===== config.mk =====
export PLATFORM = sky130hd
export DESIGN_NAME = battery_gauge_estimator_unit
export DESIGN_NICKNAME = d
export VERILOG_FILES = /design/src/sv/bge_pkg.sv /design/src/sv/bge_ring_mem.sv /design/src/sv/bge_div.sv /design/src/sv/battery_gauge_estimator_unit.sv
export SDC_FILE = /design/constraint.sdc
export NUM_CORES = 2
export LEC_CHECK = 0
export BUFFER_PORTS_ARGS = -buffer_cell sky130_fd_sc_hd__buf_2
export CORE_UTILIZATION = 58
export DETAILED_ROUTE_END_ITERATION = 10
export GPL_TIMING_DRIVEN = 0
export MAX_ROUTING_LAYER = met4
export PLACE_DENSITY = 0.78
export SYNTH_ARGS = -nofsm -noshare
export SYNTH_HDL_FRONTEND = slang
export SYNTH_SLANG_ARGS = --single-unit

===== constraint.sdc =====
create_clock -name clk -period 6.3 [get_ports clk]
set_input_delay 1.575 -clock clk [delete_from_list [all_inputs] [get_ports clk]]
set_output_delay 1.575 -clock clk [all_outputs]
set_load 0.01 [all_outputs]

===== src/sv/bge_pkg.sv =====
// Shared constants, types and codes of the battery gauge estimator.
`timescale 1ns / 1ps
`default_nettype none

package bge_pkg;

    // Averaging window.
    localparam int WINDOW_DEPTH = 10;
    localparam int PTR_W        = $clog2(WINDOW_DEPTH);

    // Field widths.
    localparam int PCT_W  = 7;
    localparam int VOLT_W = 13;
    localparam int CUR_W  = 14;
    localparam int CAP_W  = 16;
    localparam int MIN_W  = 16;
    localparam int SUM_W  = CUR_W + $clog2(WINDOW_DEPTH);

    // Window mean by reciprocal multiply: exact for any window sum magnitude.
    localparam int AVG_SHIFT = CUR_W - 1 + 2 * PTR_W;
    localparam int AVG_RECIP = (2 ** AVG_SHIFT + WINDOW_DEPTH - 1) / WINDOW_DEPTH;
    localparam int PROD_W    = SUM_W + AVG_SHIFT;

    // Stream payload widths, packed and padded to whole bytes.
    localparam int IN_BITS  = PCT_W + VOLT_W + CUR_W + 1;
    localparam int IN_W     = ((IN_BITS + 7) / 8) * 8;
    localparam int OUT_BITS = 1 + 2 + 3 + MIN_W + CUR_W;
    localparam int OUT_W    = ((OUT_BITS + 7) / 8) * 8;

    // Estimate arithmetic.
    localparam int PERCENT_FULL  = 100;
    localparam int MIN_PER_HOUR  = 60;
    localparam int PU60_W        = PCT_W + 6;
    localparam int NUM_W         = PU60_W + CAP_W;
    localparam int DEN_W         = CUR_W + 7;
    localparam int ICON_HIGH_PCT = 75;
    localparam int ICON_MID_PCT  = 50;
    localparam int ICON_LOW_PCT  = 25;

    // Configuration registers.
    localparam int CFG_IDX_W = 2;
    localparam int CFG_W     = 16;
    localparam logic [CFG_IDX_W-1:0] CFG_CAPACITY  = 2'd0;
    localparam logic [CFG_IDX_W-1:0] CFG_THRESHOLD = 2'd1;
    localparam logic [CAP_W-1:0]     CAP_RESET     = 16'd500;
    localparam logic [VOLT_W-1:0]    THR_RESET     = 13'd2500;

    // Status codes.
    localparam logic [1:0] STATUS_ABSENT      = 2'd0;
    localparam logic [1:0] STATUS_FULL        = 2'd1;
    localparam logic [1:0] STATUS_CHARGING    = 2'd2;
    localparam logic [1:0] STATUS_DISCHARGING = 2'd3;

    // Icon codes.
    localparam logic [2:0] ICON_ABSENT   = 3'd0;
    localparam logic [2:0] ICON_CHARGING = 3'd1;
    localparam logic [2:0] ICON_HIGH     = 3'd2;
    localparam logic [2:0] ICON_MID      = 3'd3;
    localparam logic [2:0] ICON_LOW      = 3'd4;
    localparam logic [2:0] ICON_EMPTY    = 3'd5;

    // Ring memory access.
    typedef struct packed {
        logic             rd_en;
        logic             wr_en;
        logic [PTR_W-1:0] addr;
        logic [CUR_W-1:0] wr_data;
    } ring_req_t;

    // Divider request.
    typedef struct packed {
        logic             start;
        logic [NUM_W-1:0] dividend;
        logic [DEN_W-1:0] divisor;
    } div_req_t;

endpackage

`default_nettype wire


===== src/sv/bge_ring_mem.sv =====
// Current ring: synchronous memory with per-entry valid bits that reset clears.
`timescale 1ns / 1ps
`default_nettype none

module bge_ring_mem (
    input  wire logic                     clk,
    input  wire logic                     rst_n,
    input  wire bge_pkg::ring_req_t       req,
    output logic [bge_pkg::CUR_W-1:0]     rd_data
);
    import bge_pkg::*;

    logic [CUR_W-1:0]        mem [WINDOW_DEPTH];
    logic [WINDOW_DEPTH-1:0] valid_reg;
    logic [CUR_W-1:0]        rd_data_reg;
    logic                    rd_valid_reg;

    always_ff @(posedge clk)
    begin
        if (req.wr_en)
        begin
            mem[req.addr] <= req.wr_data;
        end
        if (req.rd_en)
        begin
            rd_data_reg <= mem[req.addr];
        end
    end

    always_ff @(posedge clk or negedge rst_n)
    begin
        if (!rst_n)
        begin
            valid_reg    <= '0;
            rd_valid_reg <= 1'b0;
        end
        else
        begin
            if (req.wr_en)
            begin
                valid_reg[req.addr] <= 1'b1;
            end
            if (req.rd_en)
            begin
                rd_valid_reg <= valid_reg[req.addr];
            end
        end
    end

    // Unwritten entries read as zero.
    assign rd_data = rd_valid_reg ? rd_data_reg : '0;

endmodule

`default_nettype wire


===== src/sv/bge_div.sv =====
// Restoring serial divider, one quotient bit per cycle.
`timescale 1ns / 1ps
`default_nettype none

module bge_div (
    input  wire logic                     clk,
    input  wire logic                     rst_n,
    input  wire bge_pkg::div_req_t        req,
    output logic                          done,
    output logic [bge_pkg::NUM_W-1:0]     quotient
);
    import bge_pkg::*;

    localparam int CNT_W = $clog2(NUM_W + 1);

    logic [NUM_W-1:0] q_reg;
    logic [DEN_W-1:0] rem_reg;
    logic [DEN_W-1:0] den_reg;
    logic [CNT_W-1:0] cnt_reg;
    logic             busy_reg;
    logic             done_reg;
    logic [DEN_W:0]   rem_shift;
    logic [DEN_W:0]   diff;
    logic             fits;

    assign rem_shift = {rem_reg, q_reg[NUM_W-1]};
    assign diff      = rem_shift - {1'b0, den_reg};
    assign fits      = !diff[DEN_W];

    always_ff @(posedge clk)
    begin
        if (req.start)
        begin
            q_reg   <= req.dividend;
            rem_reg <= '0;
            den_reg <= req.divisor;
        end
        else if (busy_reg)
        begin
            q_reg   <= {q_reg[NUM_W-2:0], fits};
            rem_reg <= fits ? diff[DEN_W-1:0] : rem_shift[DEN_W-1:0];
        end
    end

    always_ff @(posedge clk or negedge rst_n)
    begin
        if (!rst_n)
        begin
            cnt_reg  <= '0;
            busy_reg <= 1'b0;
            done_reg <= 1'b0;
        end
        else
        begin
            done_reg <= 1'b0;
            if (req.start)
            begin
                cnt_reg  <= CNT_W'(NUM_W);
                busy_reg <= 1'b1;
            end
            else if (busy_reg)
            begin
                cnt_reg <= cnt_reg - 1'b1;
                if (cnt_reg == CNT_W'(1))
                begin
                    busy_reg <= 1'b0;
                    done_reg <= 1'b1;
                end
            end
        end
    end

    assign done     = done_reg;
    assign quotient = q_reg;

endmodule

`default_nettype wire


===== src/sv/battery_gauge_estimator_unit.sv =====
// Top level of the battery gauge estimator: control sequencer, config and output register.
`timescale 1ns / 1ps
`default_nettype none

// Takes one gauge reading per request and returns one result: presence, status, icon,
// the ring-averaged current and minutes to full or empty. Readings are handled one at a
// time: the next request can be taken as soon as the result is loaded into the output
// register. The work is a ring memory read-modify-write, a reciprocal multiply for the
// window mean, then, when a time estimate is given, the serial divider runs NUM_W steps
// for the minutes estimate. While the result output stalls, a new result waits in the
// done state and no request is taken. The ring needs no clearing pass after reset. A
// finished result waits in the output register while the next reading is taken.
module battery_gauge_estimator_unit (
    input  wire logic                         clk,
    input  wire logic                         rst_n,
    input  wire logic                         s_axis_tvalid,
    output logic                              s_axis_tready,
    // charge_percent[6:0], voltage_mv[19:7], current[33:20], is_charging[34]
    input  wire logic [bge_pkg::IN_W-1:0]     s_axis_tdata,
    output logic                              m_axis_tvalid,
    input  wire logic                         m_axis_tready,
    // battery_present[0], status_code[2:1], icon_code[5:3], minutes_left[21:6],
    // avg_current[35:22]
    output logic [bge_pkg::OUT_W-1:0]         m_axis_tdata,
    input  wire logic                         cfg_valid,
    output logic                              cfg_ready,
    input  wire logic [bge_pkg::CFG_IDX_W-1:0] cfg_index,
    input  wire logic [bge_pkg::CFG_W-1:0]    cfg_data
);
    import bge_pkg::*;

    localparam logic [2:0] ST_IDLE     = 3'd0;
    localparam logic [2:0] ST_READ     = 3'd1;
    localparam logic [2:0] ST_AVG      = 3'd2;
    localparam logic [2:0] ST_AVG_SIGN = 3'd3;
    localparam logic [2:0] ST_MUL      = 3'd4;
    localparam logic [2:0] ST_EST      = 3'd5;
    localparam logic [2:0] ST_EST_WAIT = 3'd6;
    localparam logic [2:0] ST_DONE     = 3'd7;

    logic [2:0]              state_reg, state_next;
    logic [PTR_W-1:0]        ptr_reg;
    logic signed [SUM_W-1:0] sum_reg;
    logic [CAP_W-1:0]        capacity_reg;
    logic [VOLT_W-1:0]       threshold_reg;

    logic [PCT_W-1:0]        pct_reg;
    logic [VOLT_W-1:0]       volt_reg;
    logic signed [CUR_W-1:0] cur_reg;
    logic                    chg_reg;

    logic                    present_reg;
    logic [1:0]              status_reg;
    logic [2:0]              icon_reg;
    logic [PU60_W-1:0]       pu60_reg;
    logic [CUR_W-1:0]        avg_mag_reg;
    logic signed [CUR_W-1:0] avg_reg;
    logic [NUM_W-1:0]        num_reg;
    logic [DEN_W-1:0]        den_reg;
    logic                    est_en_reg;
    logic [MIN_W-1:0]        minutes_reg;

    logic                    m_valid_reg;
    logic [OUT_W-1:0]        m_data_reg;

    ring_req_t               ring_req;
    logic [CUR_W-1:0]        ring_rd_data;
    div_req_t                div_req;
    logic                    div_done;
    logic [NUM_W-1:0]        div_q;

    logic                    in_accept;
    logic                    out_load;
    logic signed [SUM_W-1:0] sum_new;
    logic [SUM_W-1:0]        sum_abs;
    logic [PROD_W-1:0]       avg_prod;
    logic                    present_c;
    logic [1:0]              status_c;
    logic [2:0]              icon_c;
    logic [PCT_W-1:0]        pct_units;
    logic signed [CUR_W-1:0] avg_c;
    logic [CUR_W-1:0]        mag_c;
    logic                    est_en_c;

    bge_ring_mem u_ring (
        .clk     (clk),
        .rst_n   (rst_n),
        .req     (ring_req),
        .rd_data (ring_rd_data)
    );

    bge_div u_div (
        .clk      (clk),
        .rst_n    (rst_n),
        .req      (div_req),
        .done     (div_done),
        .quotient (div_q)
    );

    assign s_axis_tready = (state_reg == ST_IDLE);
    assign in_accept     = s_axis_tvalid && s_axis_tready;
    assign cfg_ready     = 1'b1;
    assign out_load      = (state_reg == ST_DONE) && (!m_valid_reg || m_axis_tready);

    // Ring access: read the oldest slot on accept, overwrite it in the next cycle.
    always_comb
    begin
        ring_req.rd_en   = in_accept;
        ring_req.wr_en   = (state_reg == ST_READ);
        ring_req.addr    = ptr_reg;
        ring_req.wr_data = cur_reg;
    end

    assign sum_new = sum_reg - SUM_W'(signed'(ring_rd_data)) + SUM_W'(cur_reg);
    assign sum_abs = sum_reg[SUM_W-1] ? SUM_W'(-sum_reg) : SUM_W'(sum_reg);

    // Divide the window magnitude by the depth; truncation toward zero follows.
    assign avg_prod = PROD_W'(sum_abs) * PROD_W'(AVG_RECIP);

    always_comb
    begin
        present_c = (volt_reg > threshold_reg);
        if (!present_c)
        begin
            status_c = STATUS_ABSENT;
            icon_c   = ICON_ABSENT;
        end
        else if (chg_reg)
        begin
            status_c = (pct_reg >= PCT_W'(PERCENT_FULL)) ? STATUS_FULL : STATUS_CHARGING;
            icon_c   = ICON_CHARGING;
        end
        else
        begin
            status_c = STATUS_DISCHARGING;
            if (pct_reg > PCT_W'(ICON_HIGH_PCT))
            begin
                icon_c = ICON_HIGH;
            end
            else if (pct_reg > PCT_W'(ICON_MID_PCT))
            begin
                icon_c = ICON_MID;
            end
            else if (pct_reg > PCT_W'(ICON_LOW_PCT))
            begin
                icon_c = ICON_LOW;
            end
            else
            begin
                icon_c = ICON_EMPTY;
            end
        end
        // Charge still to go when charging, charge left otherwise.
        if (chg_reg)
        begin
            pct_units = (pct_reg >= PCT_W'(PERCENT_FULL)) ? '0
                      : PCT_W'(PERCENT_FULL) - pct_reg;
        end
        else
        begin
            pct_units = pct_reg;
        end
    end

    always_comb
    begin
        avg_c    = sum_reg[SUM_W-1] ? -avg_mag_reg : avg_mag_reg;
        mag_c    = avg_reg[CUR_W-1] ? CUR_W'(-avg_reg) : CUR_W'(avg_reg);
        est_en_c = present_reg && (avg_reg != '0)
                && ((chg_reg && !avg_reg[CUR_W-1]) || (!chg_reg && avg_reg[CUR_W-1]));
    end

    always_comb
    begin
        div_req.start    = (state_reg == ST_EST) && est_en_reg;
        div_req.dividend = num_reg;
        div_req.divisor  = den_reg;
    end

    always_comb
    begin
        state_next = state_reg;
        case (state_reg)
            ST_IDLE:     state_next = in_accept ? ST_READ : ST_IDLE;
            ST_READ:     state_next = ST_AVG;
            ST_AVG:      state_next = ST_AVG_SIGN;
            ST_AVG_SIGN: state_next = ST_MUL;
            ST_MUL:      state_next = ST_EST;
            ST_EST:      state_next = est_en_reg ? ST_EST_WAIT : ST_DONE;
            ST_EST_WAIT: state_next = div_done ? ST_DONE : ST_EST_WAIT;
            ST_DONE:     state_next = out_load ? ST_IDLE : ST_DONE;
            default:     state_next = ST_IDLE;
        endcase
    end

    always_ff @(posedge clk or negedge rst_n)
    begin
        if (!rst_n)
        begin
            state_reg     <= ST_IDLE;
            ptr_reg       <= '0;
            sum_reg       <= '0;
            capacity_reg  <= CAP_RESET;
            threshold_reg <= THR_RESET;
            m_valid_reg   <= 1'b0;
        end
        else
        begin
            state_reg <= state_next;
            if (cfg_valid && cfg_ready)
            begin
                case (cfg_index)
                    CFG_CAPACITY:  capacity_reg  <= cfg_data[CAP_W-1:0];
                    CFG_THRESHOLD: threshold_reg <= cfg_data[VOLT_W-1:0];
                    default:       ;
                endcase
            end
            if (state_reg == ST_READ)
            begin
                sum_reg <= sum_new;
                ptr_reg <= (ptr_reg == PTR_W'(WINDOW_DEPTH - 1)) ? '0 : ptr_reg + 1'b1;
            end
            if (out_load)
            begin
                m_valid_reg <= 1'b1;
            end
            else if (m_axis_tready)
            begin
                m_valid_reg <= 1'b0;
            end
        end
    end

    always_ff @(posedge clk)
    begin
        if (in_accept)
        begin
            pct_reg  <= s_axis_tdata[PCT_W-1:0];
            volt_reg <= s_axis_tdata[PCT_W +: VOLT_W];
            cur_reg  <= s_axis_tdata[PCT_W + VOLT_W +: CUR_W];
            chg_reg  <= s_axis_tdata[PCT_W + VOLT_W + CUR_W];
        end
        if (state_reg == ST_READ)
        begin
            present_reg <= present_c;
            status_reg  <= status_c;
            icon_reg    <= icon_c;
            pu60_reg    <= PU60_W'(pct_units) * PU60_W'(MIN_PER_HOUR);
        end
        if (state_reg == ST_AVG)
        begin
            avg_mag_reg <= avg_prod[AVG_SHIFT +: CUR_W];
        end
        if (state_reg == ST_AVG_SIGN)
        begin
            avg_reg <= avg_c;
        end
        if (state_reg == ST_MUL)
        begin
            num_reg    <= NUM_W'(pu60_reg) * NUM_W'(capacity_reg);
            den_reg    <= DEN_W'(mag_c) * DEN_W'(PERCENT_FULL);
            est_en_reg <= est_en_c;
        end
        if ((state_reg == ST_EST) && !est_en_reg)
        begin
            minutes_reg <= '0;
        end
        else if ((state_reg == ST_EST_WAIT) && div_done)
        begin
            // Saturate the estimate.
            minutes_reg <= (|div_q[NUM_W-1:MIN_W]) ? '1 : div_q[MIN_W-1:0];
        end
        if (out_load)
        begin
            m_data_reg <= OUT_W'({avg_reg, minutes_reg, icon_reg, status_reg, present_reg});
        end
    end

    assign m_axis_tvalid = m_valid_reg;
    assign m_axis_tdata  = m_data_reg;

endmodule

`default_nettype wire


Word level (Yosys, flattened, before mapping)
Memories as Yosys holds them, arrays and structs flattened. A register that Yosys moved wholly into a read port is not among the register bits.
Index checks and enable logic that the tools add are counted.
{"block": "totals", "register_bits": 321, "mem_bits_rw": 140, "in_bits": 63, "out_inout_bits": 43, "mem_count": 1}
{"name": "u_ring.mem", "depth": 10, "width": 14, "read_ports": 1, "rd_clocked_by_memory_dff": 1, "write_ports": 1, "line_no": "bge_ring_mem.sv:13", "text": "logic [CUR_W-1:0] mem [WINDOW_DEPTH];"}
{"block": "classes", "add_sub_neg": 9, "mul": 4, "order_cmp": 7, "eq_ne": 10, "muxes": 38, "bitwise_logic": 2, "n_reduce_logical": 27}
{"op": "two-way mux 29 bit", "count": 2}
{"op": "two-way mux 14 bit", "count": 3}
{"op": "multiplier 18 x 16 -> 33 bit (second input constant)", "count": 1}
{"op": "negation 14 bit", "count": 2}
{"op": "multiplier 11 x 16 -> 27 bit", "count": 1}
{"op": "one-hot mux 3 bit (8 select lines)", "count": 1}
{"op": "subtractor 22 x 21 -> 22 bit", "count": 1}
{"op": "two-way mux 21 bit", "count": 1}
{"op": "multiplier 14 x 5 -> 19 bit (second input constant)", "count": 1}
{"op": "adder 18 x 14 -> 18 bit", "count": 1}
{"op": "two-way mux 18 bit", "count": 1}
{"op": "negation 18 bit", "count": 1}
{"op": "subtractor 18 x 14 -> 18 bit", "count": 1}
{"op": "two-way mux 1 bit", "count": 17}
{"op": "two-way mux 16 bit", "count": 1}
{"op": "two-way mux 7 bit", "count": 2}
{"op": "nonzero test 14 bit", "count": 1}
{"op": "> comparator 13 bit", "count": 1}
{"op": "OR reduction 13 bit", "count": 1}
{"op": "equality test 3 bit (second input constant)", "count": 4}
{"op": "multiplier 7 x 4 -> 11 bit (second input constant)", "count": 1}
{"op": "logical AND 1 bit", "count": 10}
{"op": "two-way mux 5 bit", "count": 2}
{"op": "bitwise OR 10 bit", "count": 1}
{"op": "28 further kinds", "count": 39}

Logic depth before layout (Yosys ltp)
{"block": "depth", "depth_word": 5, "ltp_mapped": 27, "mapped_depth_nobuf": 27}

Hierarchy
A second synthesis with hierarchy kept.
{"block": "hier_totals", "cells_unflattened": 2944, "hier_area_um2": 33817.4}
{"mod": "battery_gauge_estimator_unit", "n_inst": 1, "cells_per_inst": 2205, "area_per_inst_um2": 23033.3, "seq_area_each_um2": 6605.1}
{"mod": "bge_ring_mem", "n_inst": 1, "cells_per_inst": 319, "area_per_inst_um2": 6329.8, "seq_area_each_um2": 4899.7}
{"mod": "bge_div", "n_inst": 1, "cells_per_inst": 420, "area_per_inst_um2": 4454.3, "seq_area_each_um2": 2097.0}

Worst setup path after synthesis
No wires, ideal clock.
{"block": "synth_path", "kind": "reg-to-reg", "from": "reg sum_reg[0]", "to": "reg avg_mag_reg[12], data pin", "setup_ns": 0.265, "arrival_time_ns": 6.520, "t_required_ns": 6.035, "setup_slack_ns": -0.485, "stages_incl_launch_ff": 26, "synth_period_minus_slack_ns": 6.785, "path_cell_list": "dfrtp_1 -> inv_1 -> ha_1 -> nand2_1 -> or3_1 -> o41a_1 -> xnor2_1 -> ha_1 -> ha_1 -> inv_1 -> fa_1 -> inv_1 -> fa_1 -> fa_1 -> inv_1 -> fa_1 -> inv_1 -> ha_1 -> a221oi_1 -> o2111ai_1 -> a21oi_1 -> o31a_1 -> o21ai_1 -> a211oi_1 -> o21ai_0 -> xor2_1"}
{"block": "synth_via", "elab_chain_cells": 3}
{"item": "start, declared", "line_no": "battery_gauge_estimator_unit.sv:43", "text": "logic signed [SUM_W-1:0] sum_reg;"}
{"item": "start signal, assigned", "line_no": "battery_gauge_estimator_unit.sv:220", "text": "sum_reg <= sum_new;"}
{"item": "negation 18 bit", "line_no": "battery_gauge_estimator_unit.sv:115", "text": "assign sum_abs = sum_reg[SUM_W-1] ? SUM_W'(-sum_reg) : SUM_W'(sum_reg);"}
{"item": "two-way mux 18 bit *", "line_no": "battery_gauge_estimator_unit.sv:115"}
{"item": "multiplier 18 x 16 -> 33 bit *", "line_no": "battery_gauge_estimator_unit.sv:118", "text": "assign avg_prod = PROD_W'(sum_abs) * PROD_W'(AVG_RECIP);"}
{"item": "via avg_prod[33]", "line_no": "battery_gauge_estimator_unit.sv:76", "text": "logic [PROD_W-1:0] avg_prod;"}
{"item": "end signal, assigned", "line_no": "battery_gauge_estimator_unit.sv:252", "text": "avg_mag_reg <= avg_prod[AVG_SHIFT +: CUR_W];"}
{"item": "end, declared", "line_no": "battery_gauge_estimator_unit.sv:56", "text": "logic [CUR_W-1:0] avg_mag_reg;"}
The timed path passes the listed nets; every way through them passes the cells marked *.
A chain may end at the register's enable or synchronous reset.

Worst setup path in the final report
{"block": "layout_path", "from": "reg sum_reg[3]", "to": "reg avg_mag_reg[8], data pin"}
The elaborated chain is that of the path after synthesis.

==> impl_metrics.json <==
{
  "yosys-top-cells-area": "edfxtp_1 (33%), fa_1 (15%), ha_1 (12%), inv_1 (5.6%), dfrtp_1 (4.7%)",
  "cts.clk_slew.worst_paths_ns": 0.06,
  "multi_input_area_um2": 18000,
  "worst_setup_path_end_kind": "flip-flop",
  "min_period_ns": 6.72,
  "wl_mm": 69.3,
  "synth-main-ff-cell": "edfxtp_1",
  "drive_gt1_share_pct": 16.0,
  "min_from": "icon_reg[1]",
  "final_area_um2": 37600,
  "clk_path_buf_depth": 3,
  "register_area_um2": 13500,
  "dp_hpwl_mm": 54.1,
  "cts_buffers": 52,
  "syn_area_per_cell_um2": 11.4,
  "rsz0062_at_grt": "true",
  "vias": 21300,
  "grt_pass1_vias": 22300,
  "drtAntennaViolNets": 0,
  "htreeDepth": 2,
  "cts.sinks": 475,
  "violations": "setup timing",
  "synth.top_cell.area_share_pct": 33.1,
  "fin_skew_ns": 0.0246,
  "cp-startpoint": "sum_reg[3]",
  "ys_seq_area_share_pct": 40.9,
  "synth_top_area_cell": "edfxtp_1",
  "diodes": 0,
  "num_rows": 87,
  "synth_top_family_by_area": "adder cells",
  "hold_path_class": "reg -> reg",
  "grt.total_usage_pct": 25.3,
  "yosys.area_share.adder_pct": 27.2,
  "status": "complete, but fails checks",
  "synthTopCellsByCount": "inv_1 (492), edfxtp_1 (365), ha_1 (320), nand2_1 (291), fa_1 (250)",
  "crit_buf_inv": 4,
  "setup_viol": 11,
  "clkLatencyLatePin_ns": 0.60,
  "wl_per_cell_um": 17.7,
  "ios": 106,
  "fillers": 4139,
  "cp_top_family": "adder cells",
  "synth_edf_count": 365,
  "hold_violations": 0,
  "required_ns": 6.64,
  "design.die.area_um2": 58100,
  "start_kind": "flip-flop",
  "yosys.area_share.simple_pct": 9.25,
  "placed_cell_area_um2": 35000,
  "yosysMostFrequentCell": "inv_1",
  "synth_xor_xnor_area_share_pct": 4.16,
  "cap_violations": 0,
  "place_ws_ns": -1.29,
  "synth_compound_area_share_pct": 7.63,
  "max_slew_margin_pct": 13.6,
  "slowest_delay_ns": 0.55,
  "drc": 0,
  "worst_slack_ns": -0.421,
  "syn_inst": 2895,
  "worstMarginPinSlew_ns": 1.29,
  "vias_per_cell": 5.46,
  "regToRegStartpoint": "sum_reg[3]",
  "crit_top_cell": "ha_4",
  "min_period_over_period_pct": 107,
  "grt_max_degree": 63,
  "synth_cell_types": 79,
  "area_growth_pct": 13.6,
  "drtPass1Iterations": 5,
  "critPathArrivalTime_ns": 7.06,
  "synth_warnings": 0,
  "first_iter_violations": 1190,
  "cts_tree": "built",
  "largest_register_ff_count": 140,
  "antenna_found_initial": 0,
  "grt-ovfl-total": 0,
  "synth_area_um2": 33100,
  "core_area_um2": 56400,
  "final_nets": 3740,
  "root_buffer": "clkbuf_16",
  "largest-register": "u_ring.mem",
  "crit_fanout": 4,
  "report.final.slew_viol_count": 0,
  "die_w_um": 241,
  "port_buffers": 95,
  "max_freq_mhz": 149,
  "grt_pass1_wl_mm": 112,
  "synth-seq-cells": 475,
  "path_class": "reg -> reg",
  "crit_path_top_delay_cell": "fa_1",
  "start_util_pct": 58.7,
  "synthMuxAreaShare_pct": 4.15,
  "dieHeight_um": 241,
  "synthArstFlopShare_pct": 15.4,
  "gp_congestion": 0.915
}
-- kinds of logic (layout without fill, tap and decap cells) --
logic type | Yosys count | after routing
buf+inv | 578 | 830
simple gates | 642 | 642
flops | 475 | 475
compound gates | 377 | 377
mux | 96 | 96
xor+xnor | 155 | 155
other cells | 2 | 5
fa+ha+maj | 570 | 570
-- final timing paths --
check,endpoint,slack [ns],cells past startpoint
max in group asynchronous,sum_reg[0],4.83,2
max reg2reg,avg_mag_reg[8],-0.42,25
max,avg_mag_reg[8],-0.42,25
min in group asynchronous,u_div.busy_reg,0.84,1
min reg2reg,m_axis_tdata[4],0.42,0
min,m_axis_tdata[4],0.42,0
-- final cells by class --
class | count | area share [%]
Tap cell | 756 | 2.51
Buffer | 81 | 1.07
Sequential cell | 475 | 36.0
Clock buffer | 65 | 3.75
Inverter | 492 | 4.91
Timing Repair Buffer | 160 | 2.88
Clock inverter | 32 | 0.984
Multi-Input combinational cell | 1845 | 47.9
-- metal layers --
layer / wire [um] / GRT usage, % / up-vias
li1: - / - / 10200
met1: 28300 / 30.7 / 10500
met2: 35500 / 43.2 / 512
met3: 3170 / 3.43 / 138
met4: 2280 / 9.46 / 0
met5: 0 / - / -
-- per-stage QoR --
step	hold slack, ns	TNS, ns	util (%)	cells
detailed placement	0.405	-13.98	62.1	3763
CTS	0.418	-2.60	66.1	3886
floorplan	0.400	0	-	2898
global placement	0.401	-12.52	61.6	3749
global route	0.417	-5.97	66.7	3906
finish	0.419	-3.56	66.7	3906
-- cell usage in the layout (no fill, tap or decap), types with 35 or more instances in the layout --
| master | n |
|---|---|
| clkbuf_1 | 56 |
| nor2_1 | 79 |
| nand2_1 | 290 |
| inv_1 | 471 |
| ha_1 | 301 |
| xnor2_1 | 110 |
| dfrtp_1 | 60 |
| dfxtp_1 | 37 |
| o21ai_0 | 76 |
| clkbuf_16 | 53 |
| edfxtp_1 | 365 |
| buf_4 | 54 |
| fa_1 | 245 |
| and2_1 | 90 |
| mux2i_1 | 35 |
| a21oi_1 | 102 |
| buf_2 | 98 |
-- what timing repair did --
item / in CTS / in global routing
buffers inserted: 26 / 25
endpoints found under the hold margin: 0 / 0
pin swaps: 32 / 58
resized for setup: 51 / 66
gates cloned: 0 / 0
hold buffers: 0 / 0
endpoints found under the setup margin: 17 / 18
-- worst register-to-register path: cells and delay by family, from the launching register on --
kind	cells	cell delay (ns)
buffers and inverters	4	0.18
XOR/XNOR	2	0.38
AND/OR/NAND/NOR	3	0.80
flip-flops	1	0.42
AO/OA/AOI/OAI	9	2.01
adder cells (fa/ha/maj)	7	2.65
Power is not shown: default switching activity piles up to over one toggle a cycle in this logic, so the estimate is an artifact.
